File: src/rtl/ssje_pkg.sv
// package: op and status codes and payload types for the sorted set eliminator
`timescale 1ns / 1ps
package ssje_pkg;
    typedef enum logic [1:0] {
        OP_INSERT = 2'd0,
        OP_DELETE = 2'd1,
        OP_ELIM   = 2'd2,
        OP_NONE   = 2'd3
    } t_op;

    typedef enum logic [2:0] {
        ST_OK       = 3'd0,
        ST_DUP      = 3'd1,
        ST_NOTFOUND = 3'd2,
        ST_FULL     = 3'd3,
        ST_EMPTY    = 3'd4,
        ST_BADSTEP  = 3'd5
    } t_status;

    typedef struct packed {
        logic [1:0]         op;
        logic signed [31:0] value;
        logic [7:0]         step;
    } t_in_item;

    typedef struct packed {
        logic signed [31:0] result_value;
        logic [2:0]         status;
        logic               last;
    } t_out_item;
endpackage

File: src/rtl/ssje_if.sv
// interfaces: valid/ready channels for input items and result items
`timescale 1ns / 1ps
interface ssje_in_if;
    import ssje_pkg::*;
    logic     valid;
    logic     ready;
    t_in_item data;
    modport source (output valid, output data, input ready);
    modport sink   (input valid, input data, output ready);
endinterface

interface ssje_out_if;
    import ssje_pkg::*;
    logic      valid;
    logic      ready;
    t_out_item data;
    modport source (output valid, output data, input ready);
    modport sink   (input valid, input data, output ready);
endinterface

File: src/rtl/sorted_set_josephus_eliminator.sv
// top level: sorted set in a simple dual port memory with insert, delete and josephus elimination
//
// usage
//   i_in carries items {op, value, step}; o_out carries result items
//   {result_value, status, last}. an item is taken when valid and ready are
//   both high. insert and delete give one result; eliminate gives one result
//   per stored entry (last marks the final one) or one error result.
// operation
//   the set lives in a synchronous memory read one entry per cycle. a search
//   looks at one entry at a time (address, read, compare). an insert then
//   moves the tail up one entry at a time, a delete moves it down likewise.
//   eliminate reduces idx + k - 1 modulo the live count by repeated
//   subtraction, reads the entry and deletes it.
// reset
//   i_rst_n low clears the count, the state, the output valid and the elim
//   flag; memory contents are not cleared, entries past the count are never used.
// stall
//   the block waits with its result in the output register while o_out.ready
//   is low, and accepts a new item only after its last result is taken.
`timescale 1ns / 1ps
module sorted_set_josephus_eliminator #(
    parameter int CAPACITY = 16
) (
    input  logic       i_clk,
    input  logic       i_rst_n,
    ssje_in_if.sink    i_in,
    ssje_out_if.source o_out
);
    import ssje_pkg::*;

    localparam int AW = (CAPACITY > 1) ? $clog2(CAPACITY) : 1;
    localparam int CW = $clog2(CAPACITY + 1);

    typedef enum logic [3:0] {
        S_IDLE, S_SRCH, S_SRCH_W, S_INS_RD, S_INS_WR, S_DEL_RD, S_DEL_WR,
        S_MOD, S_ELIM_RD, S_ELIM_W, S_OUT
    } t_state;

    t_state              r_state;
    logic [CW-1:0]       r_count;
    logic [AW-1:0]       r_pos;     // search index / shift index
    logic [CW-1:0]       r_idx;     // josephus index
    logic [8:0]          r_acc;     // idx + k - 1 being reduced
    logic [1:0]          r_op;
    logic signed [31:0]  r_key;
    logic [7:0]          r_step;
    logic signed [31:0]  r_carry;   // value shifting forward on insert
    logic [CW-1:0]       r_scan;    // search position (can reach count)
    t_out_item           r_out;
    logic                r_out_valid;
    logic                r_elim;

    // simple dual port store: one read and one write port
    logic signed [31:0]  r_mem [CAPACITY];
    logic signed [31:0]  r_rdata;
    logic [AW-1:0]       rd_addr;
    logic                wr_en;
    logic [AW-1:0]       wr_addr;
    logic signed [31:0]  wr_data;

    always_ff @(posedge i_clk) begin
        if (wr_en) begin
            r_mem[wr_addr] <= wr_data;
        end
        r_rdata <= r_mem[rd_addr];
    end

    assign i_in.ready    = (r_state == S_IDLE) && !r_out_valid;
    assign o_out.valid   = r_out_valid;
    assign o_out.data    = r_out;

    // memory address and write select
    always_comb begin
        rd_addr = r_pos;
        wr_en   = 1'b0;
        wr_addr = r_pos;
        wr_data = r_carry;
        unique case (r_state)
            S_INS_WR: begin
                wr_en = 1'b1;
            end
            S_DEL_WR: begin
                wr_en   = 1'b1;
                wr_addr = r_pos - AW'(1);
                wr_data = r_rdata;
            end
            default: ;
        endcase
    end

    always_ff @(posedge i_clk) begin
        if (!i_rst_n) begin
            r_state     <= S_IDLE;
            r_count     <= '0;
            r_out_valid <= 1'b0;
            r_elim      <= 1'b0;
        end else begin
            if (r_out_valid && o_out.ready && r_state != S_OUT) begin
                r_out_valid <= 1'b0;
            end
            unique case (r_state)
                S_IDLE: begin
                    if (i_in.valid && !r_out_valid) begin
                        r_op   <= i_in.data.op;
                        r_key  <= i_in.data.value;
                        r_step <= i_in.data.step;
                        r_pos  <= '0;
                        r_scan <= '0;
                        r_elim <= 1'b0;
                        unique case (i_in.data.op) inside
                            OP_INSERT, OP_DELETE: begin
                                r_state <= S_SRCH;
                            end
                            OP_ELIM: begin
                                r_out.result_value <= i_in.data.value;
                                r_out.last         <= 1'b1;
                                if (i_in.data.step == 8'd0) begin
                                    r_out.status <= ST_BADSTEP;
                                    r_state      <= S_OUT;
                                end else if (r_count == '0) begin
                                    r_out.status <= ST_EMPTY;
                                    r_state      <= S_OUT;
                                end else begin
                                    r_elim  <= 1'b1;
                                    r_idx   <= '0;
                                    r_acc   <= 9'(i_in.data.step) - 9'd1;
                                    r_state <= S_MOD;
                                end
                            end
                            default: ;
                        endcase
                    end
                end
                // lower bound search, one entry at a time through address, read and compare states
                S_SRCH: begin
                    if (r_scan == r_count) begin
                        r_out.result_value <= r_key;
                        r_out.last         <= 1'b1;
                        r_pos              <= r_scan[AW-1:0];
                        if (r_op == OP_DELETE) begin
                            r_out.status <= ST_NOTFOUND;
                            r_state      <= S_OUT;
                        end else if (r_count == CW'(CAPACITY)) begin
                            r_out.status <= ST_FULL;
                            r_state      <= S_OUT;
                        end else begin
                            r_carry <= r_key;
                            r_state <= S_INS_WR;
                        end
                    end else begin
                        r_pos   <= r_scan[AW-1:0];
                        r_state <= S_SRCH_W;
                    end
                end
                S_SRCH_W: begin
                    // read of entry r_pos issued here
                    r_state <= S_INS_RD;
                end
                S_INS_RD: begin
                    r_out.result_value <= r_key;
                    r_out.last         <= 1'b1;
                    if (r_op == OP_NONE) begin
                        // insert shift running: old entry r_pos now in r_rdata
                        r_state <= S_INS_WR;
                    end else if (r_rdata < r_key) begin
                        r_scan  <= r_scan + CW'(1);
                        r_state <= S_SRCH;
                    end else if (r_rdata == r_key) begin
                        if (r_op == OP_DELETE) begin
                            r_out.status <= ST_OK;
                            r_pos        <= r_pos + AW'(1);
                            r_scan       <= r_scan + CW'(1);
                            r_state      <= S_DEL_RD;
                        end else begin
                            r_out.status <= ST_DUP;
                            r_state      <= S_OUT;
                        end
                    end else if (r_op == OP_DELETE) begin
                        r_out.status <= ST_NOTFOUND;
                        r_state      <= S_OUT;
                    end else if (r_count == CW'(CAPACITY)) begin
                        r_out.status <= ST_FULL;
                        r_state      <= S_OUT;
                    end else begin
                        // write the key at r_pos in S_INS_WR, then carry the old entry upward
                        r_carry <= r_key;
                        r_state <= S_INS_WR;
                    end
                end
                // insert shift: write carry at r_pos while old entry sits in r_rdata
                S_INS_WR: begin
                    r_out.status <= ST_OK;
                    r_carry      <= r_rdata;
                    if (r_scan == r_count) begin
                        r_count <= r_count + CW'(1);
                        r_state <= S_OUT;
                    end else begin
                        r_scan  <= r_scan + CW'(1);
                        r_pos   <= r_pos + AW'(1);
                        r_state <= S_SRCH_W;
                        r_op    <= OP_NONE;
                    end
                end
                // delete shift: r_pos is the entry to move down
                S_DEL_RD: begin
                    if (r_scan == r_count) begin
                        r_count <= r_count - CW'(1);
                        if (r_elim) begin
                            r_out.last <= (r_count == CW'(1));
                            if (r_count == CW'(1)) r_elim <= 1'b0;
                        end
                        r_state <= S_OUT;
                    end else begin
                        r_state <= S_DEL_WR;
                    end
                end
                S_DEL_WR: begin
                    // read issued in S_DEL_RD is now in r_rdata; written to r_pos-1
                    r_pos   <= r_pos + AW'(1);
                    r_scan  <= r_scan + CW'(1);
                    r_state <= S_DEL_RD;
                end
                // josephus index: (idx + k - 1) mod count by repeated subtract
                S_MOD: begin
                    if (r_acc >= 9'(r_count)) begin
                        r_acc <= r_acc - 9'(r_count);
                    end else begin
                        r_idx   <= CW'(r_acc);
                        r_pos   <= r_acc[AW-1:0];
                        r_state <= S_ELIM_RD;
                    end
                end
                S_ELIM_RD: begin
                    r_state <= S_ELIM_W;
                end
                // wait here until the previous result leaves the output register
                S_ELIM_W: begin
                    if (!r_out_valid || o_out.ready) begin
                        r_out.result_value <= r_rdata;
                        r_out.status       <= ST_OK;
                        r_pos              <= r_pos + AW'(1);
                        r_scan             <= r_idx + CW'(1);
                        r_state            <= S_DEL_RD;
                    end
                end
                S_OUT: begin
                    if (!r_out_valid || o_out.ready) begin
                        r_out_valid <= 1'b1;
                        if (r_elim) begin
                            // next count from the entry that followed, wrapped
                            r_acc   <= 9'(r_idx) + 9'(r_step) - 9'd1;
                            r_state <= S_MOD;
                        end else begin
                            r_state <= S_IDLE;
                        end
                    end
                end
                default: r_state <= S_IDLE;
            endcase
        end
    end

`ifndef NO_ASSERTIONS
    // the fill count never exceeds the capacity
    a_count_range: assert property (@(posedge i_clk) disable iff (!i_rst_n)
        r_count <= CW'(CAPACITY))
        else $error("entry count above capacity");

    // a held result is not overwritten while the receiver stalls
    a_out_hold: assert property (@(posedge i_clk) disable iff (!i_rst_n)
        (r_out_valid && !o_out.ready) |=> (r_out_valid && $stable(r_out)))
        else $error("result changed under stall");

    // no item is accepted while a search or shift is running
    a_busy_ready: assert property (@(posedge i_clk) disable iff (!i_rst_n)
        (r_state != S_IDLE) |-> !i_in.ready)
        else $error("ready while busy");
`endif
endmodule
File: src/flat_wrapper.sv
// flat-port wrapper written by rule: the top's interface ports become plain ports
module sorted_set_josephus_eliminator_flat import ssje_pkg::*;
#(
    parameter int CAPACITY = 16
)
  (i_clk, i_rst_n, i_in_valid, i_in_data, i_in_ready, o_out_valid, o_out_data, o_out_ready);
  ssje_in_if i_in_i ();
  ssje_out_if o_out_i ();
  input  logic i_clk;
  input  logic i_rst_n;
  input wire logic [$bits(i_in_i.valid)-1:0] i_in_valid;
  input wire logic [$bits(i_in_i.data)-1:0] i_in_data;
  output wire logic [$bits(i_in_i.ready)-1:0] i_in_ready;
  output wire logic [$bits(o_out_i.valid)-1:0] o_out_valid;
  output wire logic [$bits(o_out_i.data)-1:0] o_out_data;
  input wire logic [$bits(o_out_i.ready)-1:0] o_out_ready;
  assign i_in_i.valid = i_in_valid;
  assign i_in_i.data = i_in_data;
  assign i_in_ready = i_in_i.ready;
  assign o_out_valid = o_out_i.valid;
  assign o_out_data = o_out_i.data;
  assign o_out_i.ready = o_out_ready;
  sorted_set_josephus_eliminator #(.CAPACITY(CAPACITY)) u_core (.i_clk(i_clk), .i_rst_n(i_rst_n), .i_in(i_in_i), .o_out(o_out_i));
endmodule
File: config.mk
export PLATFORM = sky130hd
export DESIGN_NAME = sorted_set_josephus_eliminator_flat
export DESIGN_NICKNAME = d
export VERILOG_FILES = /design/src/rtl/ssje_pkg.sv /design/src/rtl/ssje_if.sv /design/src/rtl/sorted_set_josephus_eliminator.sv /design/src/flat_wrapper.sv
export SDC_FILE = /design/constraint.sdc
export NUM_CORES = 1
export LEC_CHECK = 0
export BUFFER_PORTS_ARGS = -buffer_cell sky130_fd_sc_hd__buf_2
export CORE_MARGIN = 2
export CORE_UTILIZATION = 65
export CTS_CLUSTER_DIAMETER = 30
export CTS_CLUSTER_SIZE = 24
export DETAILED_ROUTE_END_ITERATION = 12
export PLACE_DENSITY = 0.83
export SYNTH_ARGS = -nofsm -noshare
export SYNTH_HDL_FRONTEND = slang
export SYNTH_SLANG_ARGS = --single-unit
File: constraint.sdc
create_clock -name i_clk -period 6.7 [get_ports i_clk]
set_input_delay 1.675 -clock i_clk [delete_from_list [all_inputs] [get_ports i_clk]]
set_output_delay 1.675 -clock i_clk [all_outputs]
set_load 0.01 [all_outputs]
==> results.txt, run 1 <==
Die height: 213.9 um
Sinks on Clock Net: 688
IO Port Bufs: 83
CP max FO: 32
Final core area utilization: 78.17%
Post-Syn Area: 28640 um^2
#FFs+latches synth: 688
Lkg Pwr: 11.78 nW
Status: completed
CP startpoint kind: flip-flop
Worst slack at placement: 2.777 ns
Core Footprint: 43270 um^2
Number of synthesized flops with an enable pin: 645
Final setup viols: 0
Crit. End Element: flip-flop
Via density: 6.953
Maximum vdd drop: 0.0002625 V
Global placer's final weighted congestion: 0.9008
Synth warnings: 0
RSZ-0062 raised after global routing: false
Hold-fix buffers, CTS: 0
Synth cell types: 70
Max Cap Viol: 0
Met1 Usage GRT: 51.89%
Power per cell area: 387.0 nW/um^2
Top cells by count, synth: 645 x edfxtp_1, 228 x nand2_1, 160 x mux4_2, 81 x inv_1, 72 x o21ai_0
CP arrival: 4.34 ns
IO Pins: 84
Final ANT Viol Nets: 0
Syn Nets: 1811
Largest net degree at the start of global routing: 72
First-pass GRT wire length: 118.7 mm
Vias: 17.74k
CTS max path bufs: 3
Period utilisation layout: 60.80%
CTS tree: yes
Setup ws final: 2.627 ns
Worst-skew pair later-pin latency: 0.67 ns
Wirelength per Cell: 31.94 um
Final hold violation count: 0
Layout cell share with drive strength beyond 1: 25.84%
Met2 Resource Use GR: 55.79%
Std-Cell Rows: 76
Crit path time final: 4.073 ns
Initial antenna violation count: 4
Synth area leader: edfxtp_1
Area growth syn-to-layout: 18.11%
Post-Route Setup TNS: 0 ns
Synth Flop Type: edfxtp_1
CTS clk-pin slew, worst paths: 0.05 ns
Full die area: 45750 um^2
Starting DRT DRC Count: 2941
Top-area cell type share of the netlist area: 67.64%
Worst EP required: 6.97 ns
Async S/R FF share, synth: 0%
Total power: 13.09 mW
Fill count: 2159
Crit path kind: flip-flop to flip-flop
Worst slew pin tran: 1.356 ns
Most frequent cell after synthesis: edfxtp_1
Post-CTS Setup Inserts: 0
Initial Util: 66.19%
CTS resizes: 0
Root buffer cell: clkbuf_16
Max transition margin: 8.622%
Post-Route WL: 81.52 mm
Worst hold path type: flip-flop to flip-flop
Achievable frequency: 0.2455 GHz
Met3 Use GR: 10.41%
Sequential cell area fraction in the yosys report: 70.64%
Top post-synthesis cells by area: edfxtp_1 68%, mux4_2 13%, dfxtp_1 3.0%
Global Route Usage Sum: 36.89%
Post-Synthesis Cells: 1706
Dpl hpwl: 44.14 mm
Total grt overflow: 0
Top Usage Layer GRT: met2
Drt first pass iters: 5
Slew Viols, Final: 0
H-tree lvl count: 3
Synthesized area per cell: 16.79 um^2
Setup Skew: 0.02361 ns
DRC: 0
Vias in the first global route: 17.60k
Final nets: 1964
Cts bufs inserted: 120
Die X-Extent: 213.9 um
## logic make-up (layout without fill, tap and decap cells)
logic type	Yosys count	count (layout)	synth area share, %
simple gates	399	399	6.226
flops	688	688	70.64
fa+ha+maj	59	59	2.630
buf+inv	154	414	2.202
other cells	0	1	0
mux	166	166	12.80
compound gates	208	208	4.518
xor+xnor	32	32	0.9787
## cell usage in the layout, fill, tap and decap left out, types with 20 or more instances in the layout
cell type  count
xnor2_1       20
inv_6         21
buf_4         20
mux4_2       160
clkbuf_16    124
edfxtp_1     645
a21oi_1       47
a22oi_1       37
o21ai_0       69
nor2_1        45
dfxtp_1       43
inv_1         81
nand2_1      228
ha_1          57
nor3_1        22
buf_2         83
## per-layer routing
metal,up-vias,share of wire (%)
met5,-,0.028
met4,4,4.0
met3,264,14
met2,1602,46
met1,8851,36
li1,7022,-
## state kept, by name (all words and copies together), names as in the netlist
name,cells
u_core.r_step,8
u_core.r_carry,32
u_core.r_key,32
u_core.r_acc,9
u_core.o_out.data,36
u_core.r_scan,5
u_core.r_elim,1
u_core.r_mem,512
u_core.r_op,2
u_core.r_state,4
u_core.r_count,5
u_core.r_pos,4
u_core.o_out.valid,1
u_core.r_idx,5
u_core.r_rdata,32
## stage by stage
stage | std cells | hold WS, ns | area, um^2
5_1_grt | 2551 | 0.6284 | 33820
3_5_place_dp | 2320 | 0.5737 | 29760
6_report | 2552 | 0.5907 | 33820
3_3_place_gp | 2320 | 0.5675 | 29760
2_1_floorplan | 1706 | 0.5209 | 28640
4_1_cts | 2549 | 0.5859 | 33800
## worst max-delay path, cell delays in order (launching register included)
cell and delay, ns:
edfxtp_1 0.40, inv_1 0.10, ha_1 0.34, nand4_1 0.22
nor4_2 0.60, a221oi_1 0.30, o211a_1 0.31, o31ai_1 0.36
and4b_2 1.03
## worst paths after layout
kind / start / to / slack (ns) / cells past startpoint
worst max-delay path: u_core.r_key[15]$_DFFE_PP_ / u_core.r_carry[9]$_DFFE_PP_ / 2.63 / 8
worst min-delay path: u_core.r_key[25]$_DFFE_PP_ / u_core.o_out.data[29]$_DFFE_PP_ / 0.59 / 2
worst max register to register: u_core.r_key[15]$_DFFE_PP_ / u_core.r_carry[9]$_DFFE_PP_ / 2.63 / 8
worst min register to register: u_core.r_key[25]$_DFFE_PP_ / u_core.o_out.data[29]$_DFFE_PP_ / 0.59 / 2
## final cells by class
type | instances | area, um^2 | share of cell area (%)
sequential | 688 | 20230 | 59.81
antenna | 1 | 2.502 | 0.007399
clock inverter | 89 | 854.6 | 2.527
tap | 585 | 732.0 | 2.164
inverter | 82 | 307.8 | 0.9101
clock buffer | 140 | 3193 | 9.441
timing repair buffer | 103 | 565.5 | 1.672
multi-input combinational | 864 | 7936 | 23.47
## power by group
| group | internal, mW | switching (mW) | total, mW |
|---|---|---|---|
| registers | 4.96 | 0.172 | 5.14 |
| logic | 0.707 | 1.15 | 1.86 |
| clock network | 3.78 | 2.32 | 6.10 |
| total | 9.45 | 3.64 | 13.1 |
Power figures use the tool's default switching activity.
==> run 2, diff against run 1 <==
Settings changed: ABC_AREA from default to 1, CORE_UTILIZATION 65 to 62, PLACE_DENSITY 0.83 to 0.79.
Clock period 6.7 ns to 4.2 ns, I/O delays scaled along.
==> run 2 against run 1 <==
Cell count is 26% higher. Worst setup slack worse by 1.5 ns. Register-to-register slack worse by 1.5 ns. Critical path depth is 2 higher. Critical endpoint is now u_core.r_mem[10][6]$_DFFE_PP_. Largest cell class unchanged. Highest routed layer unchanged.
==> results.txt, run 2 <==
Cts bufs inserted: 114 (was 120)
Worst slew pin tran: 0.9381 ns (was 1.356 ns)
Layout cell share with drive strength beyond 1: 16.14% (was 25.84%)
Worst-skew pair later-pin latency: 0.66 ns (was 0.67 ns)
Synth area leader: edfxtp_1 (unchanged)
Status: completed (unchanged)
Crit path time final: 3.038 ns (was 4.073 ns)
Initial Util: 62.99% (was 66.19%)
Post-Synthesis Cells: 2350 (was 1706)
CTS resizes: 0 (unchanged)
Setup ws final: 1.162 ns (was 2.627 ns)
Total grt overflow: 0 (unchanged)
Top post-synthesis cells by area: edfxtp_1 67%, o21ai_0 5.2%, nand2_1 3.7% (was edfxtp_1 68%, mux4_2 13%, dfxtp_1 3.0%)
Post-CTS Setup Inserts: 0 (unchanged)
Worst slack at placement: 1.252 ns (was 2.777 ns)
Final non-filler cell total: 3204 (was 2552)
Root buffer cell: clkbuf_16 (unchanged)
Period utilisation layout: 72.34% (was 60.80%)
Synth warnings: 0 (unchanged)
Global Route Usage Sum: 34.57% (was 36.89%)
Post-Syn Area: 28710 um^2 (was 28640 um^2)
CTS clk-pin slew, worst paths: 0.05 ns (about the same)
Reg2Reg Setup Slack: 1.16 ns (was 2.63 ns)
Worst hold path type: flip-flop to flip-flop (unchanged)
CTS tree: yes (unchanged)
Crit. End Element: flip-flop (unchanged)
Footprint of the multi-input gates: 7462 um^2 (was 7936 um^2)
Setup Skew: 0.02907 ns (was 0.02361 ns)
Starting DRT DRC Count: 3244 (was 2941)
Final hold violation count: 0 (unchanged)
CTS max path bufs: 3 (unchanged)
Async S/R FF share, synth: 0% (unchanged)
Sequential cell area fraction in the yosys report: 70.46% (was 70.64%)
Placed cell count: 2985 (was 2320)
Vias: 21.10k (was 17.74k)
Wirelength per Cell: 25.64 um (was 31.94 um)
Top cells by count, synth: 645 x edfxtp_1, 300 x o21ai_0, 280 x nand2_1, 243 x nor2_1, 176 x a21oi_1 (was 645 x edfxtp_1, 228 x nand2_1, 160 x mux4_2, 81 x inv_1, 72 x o21ai_0)
Std-Cell Rows: 78 (was 76)
Most common cell after layout, fill and taps aside: edfxtp_1 (unchanged)
H-tree lvl count: 3 (unchanged)
Synth cell types: 47 (was 70)
Initial antenna violation count: 5 (was 4)
Most frequent cell after synthesis: edfxtp_1 (unchanged)
Power per cell area: 687.5 nW/um^2 (was 387.0 nW/um^2)
Number of synthesized flops with an enable pin: 645 (unchanged)
Seq. cell area: 20230 um^2 (unchanged)
Largest net degree at the start of global routing: 194 (was 72)
Fill count: 2627 (was 2159)
Dpl cell area: 30320 um^2 (was 29760 um^2)
Synth Flop Type: edfxtp_1 (unchanged)
Maximum vdd drop: 0.0006913 V (was 0.0002625 V)
Drt first pass iters: 6 (was 5)
Vias in the first global route: 21.34k (was 17.60k)
Max Cap Viol: 0 (unchanged)
Die X-Extent: 219.2 um (was 213.9 um)
Max reg flops: 512 (unchanged)
CP arrival: 3.38 ns (was 4.34 ns)
Dpl hpwl: 45.90 mm (was 44.14 mm)
Area growth syn-to-layout: 19.93% (was 18.11%)
IO Port Bufs: 83 (unchanged)
Top-area cell type share of the netlist area: 67.46% (was 67.64%)
Achievable frequency: 0.3291 GHz (was 0.2455 GHz)
Slew Viols, Final: 0 (unchanged)
DRC: 0 (unchanged)
First-pass GRT wire length: 123.1 mm (was 118.7 mm)
Lkg Pwr: 12.44 nW (was 11.78 nW)
Design area: 34430 um^2 (was 33820 um^2)
#FFs+latches synth: 688 (unchanged)
Full die area: 48040 um^2 (was 45750 um^2)
Hold-fix buffers, CTS: 0 (unchanged)
Synthesized area per cell: 12.22 um^2 (was 16.79 um^2)
Reg with most FFs: u_core.r_mem (unchanged)
Die height: 219.2 um (was 213.9 um)
Commonest cells after routing, fill and taps aside: 645 x edfxtp_1, 300 x o21ai_0, 279 x nand2_1, 223 x nor2_1, 176 x a21oi_1 (was 645 x edfxtp_1, 228 x nand2_1, 160 x mux4_2, 124 x clkbuf_16, 83 x buf_2)
Worst EP required: 4.55 ns (was 6.97 ns)
Global placer's final weighted congestion: 0.9580 (was 0.9008)
Sinks on Clock Net: 688 (unchanged)
RSZ-0062 raised after global routing: false (unchanged)
Post-Route Setup TNS: 0 ns (unchanged)
IO Pins: 84 (unchanged)
Core Footprint: 45580 um^2 (was 43270 um^2)
Final nets: 2606 (was 1964)
Max transition margin: 37.46% (was 8.622%)
CP max FO: 21 (was 32)
Final ANT Viol Nets: 0 (unchanged)
Crit path kind: flip-flop to flip-flop (unchanged)
Final setup viols: 0 (unchanged)
Syn Nets: 2455 (was 1811)
Via density: 6.586 (was 6.953)
Post-Route WL: 82.14 mm (was 81.52 mm)
CP startpoint kind: flip-flop (unchanged)
run 2: cell families after synthesis:
logic type / after synthesis / share of synthesized area, %
AOI/OAI and AO/OA: 678 / 13.74
xor gates and xnor gates: 15 / 0.4576
adders and majority gates: 59 / 2.624
and+or+nand+nor: 607 / 8.620
DFF: 688 / 70.46
buffers and inverters: 303 / 4.101
run 2: cell type report:
cell class,count,area share [%]
Tap cell,600,2.180
Multi-Input combinational cell,1359,21.67
Clock buffer,124,8.695
Sequential cell,688,58.75
Clock inverter,94,3.241
Timing Repair Buffer,157,3.474
Antenna cell,1,0.007267
Inverter,181,1.980
run 2: worst max-delay path, cell delays in order (launching register included):
cell and delay [ns]:
dfxtp_1 0.40, inv_2 0.09, nor2_2 0.12, inv_1 0.08, nor2_2 0.30, inv_2 0.12, nor2_1 0.13, xor2_1 0.32
nand2_1 0.33, nor2_4 0.55, buf_12 0.28
run 2: metrics by stage:
| step | power [mW] | util [%] | hold slack [ns] |
|---|---|---|---|
| after floorplan | 11.72 | - | 0.4571 |
| after global placement | 13.51 | 66.53 | 0.4719 |
| after detailed placement | 13.64 | 66.53 | 0.4866 |
| after CTS | 23.47 | 75.54 | 0.4986 |
| after global routing | 24.43 | 75.55 | 0.5291 |
| final | 23.67 | 75.55 | 0.5002 |
run 2: worst paths after layout:
check / from / end / cells after the start
hold / removal: u_core.r_elim$_SDFFE_PN0P_ / u_core.r_elim$_SDFFE_PN0P_ / 1
hold reg to reg: u_core.r_elim$_SDFFE_PN0P_ / u_core.r_elim$_SDFFE_PN0P_ / 1
setup reg to reg: u_core.r_state[1]$_SDFFE_PN0P_ / u_core.r_mem[10][6]$_DFFE_PP_ / 10
setup / recovery: u_core.r_state[1]$_SDFFE_PN0P_ / u_core.r_mem[10][6]$_DFFE_PP_ / 10
run 2: layer usage:
layer	vias to the layer above	GRT usage [%]	share of wire (%)
met4	4	18.54	4.6
met5	-	0	0.034
met1	10130	45.33	36
met3	318	7.914	12
met2	1678	54.19	47
li1	8973	-	-
run 2: report_power, final:
group,switching (mW),internal [mW],leakage (nW)
sequential,0.287,8.16,6.17
combinational,3.97,1.48,4.31
clock,3.46,6.32,1.97
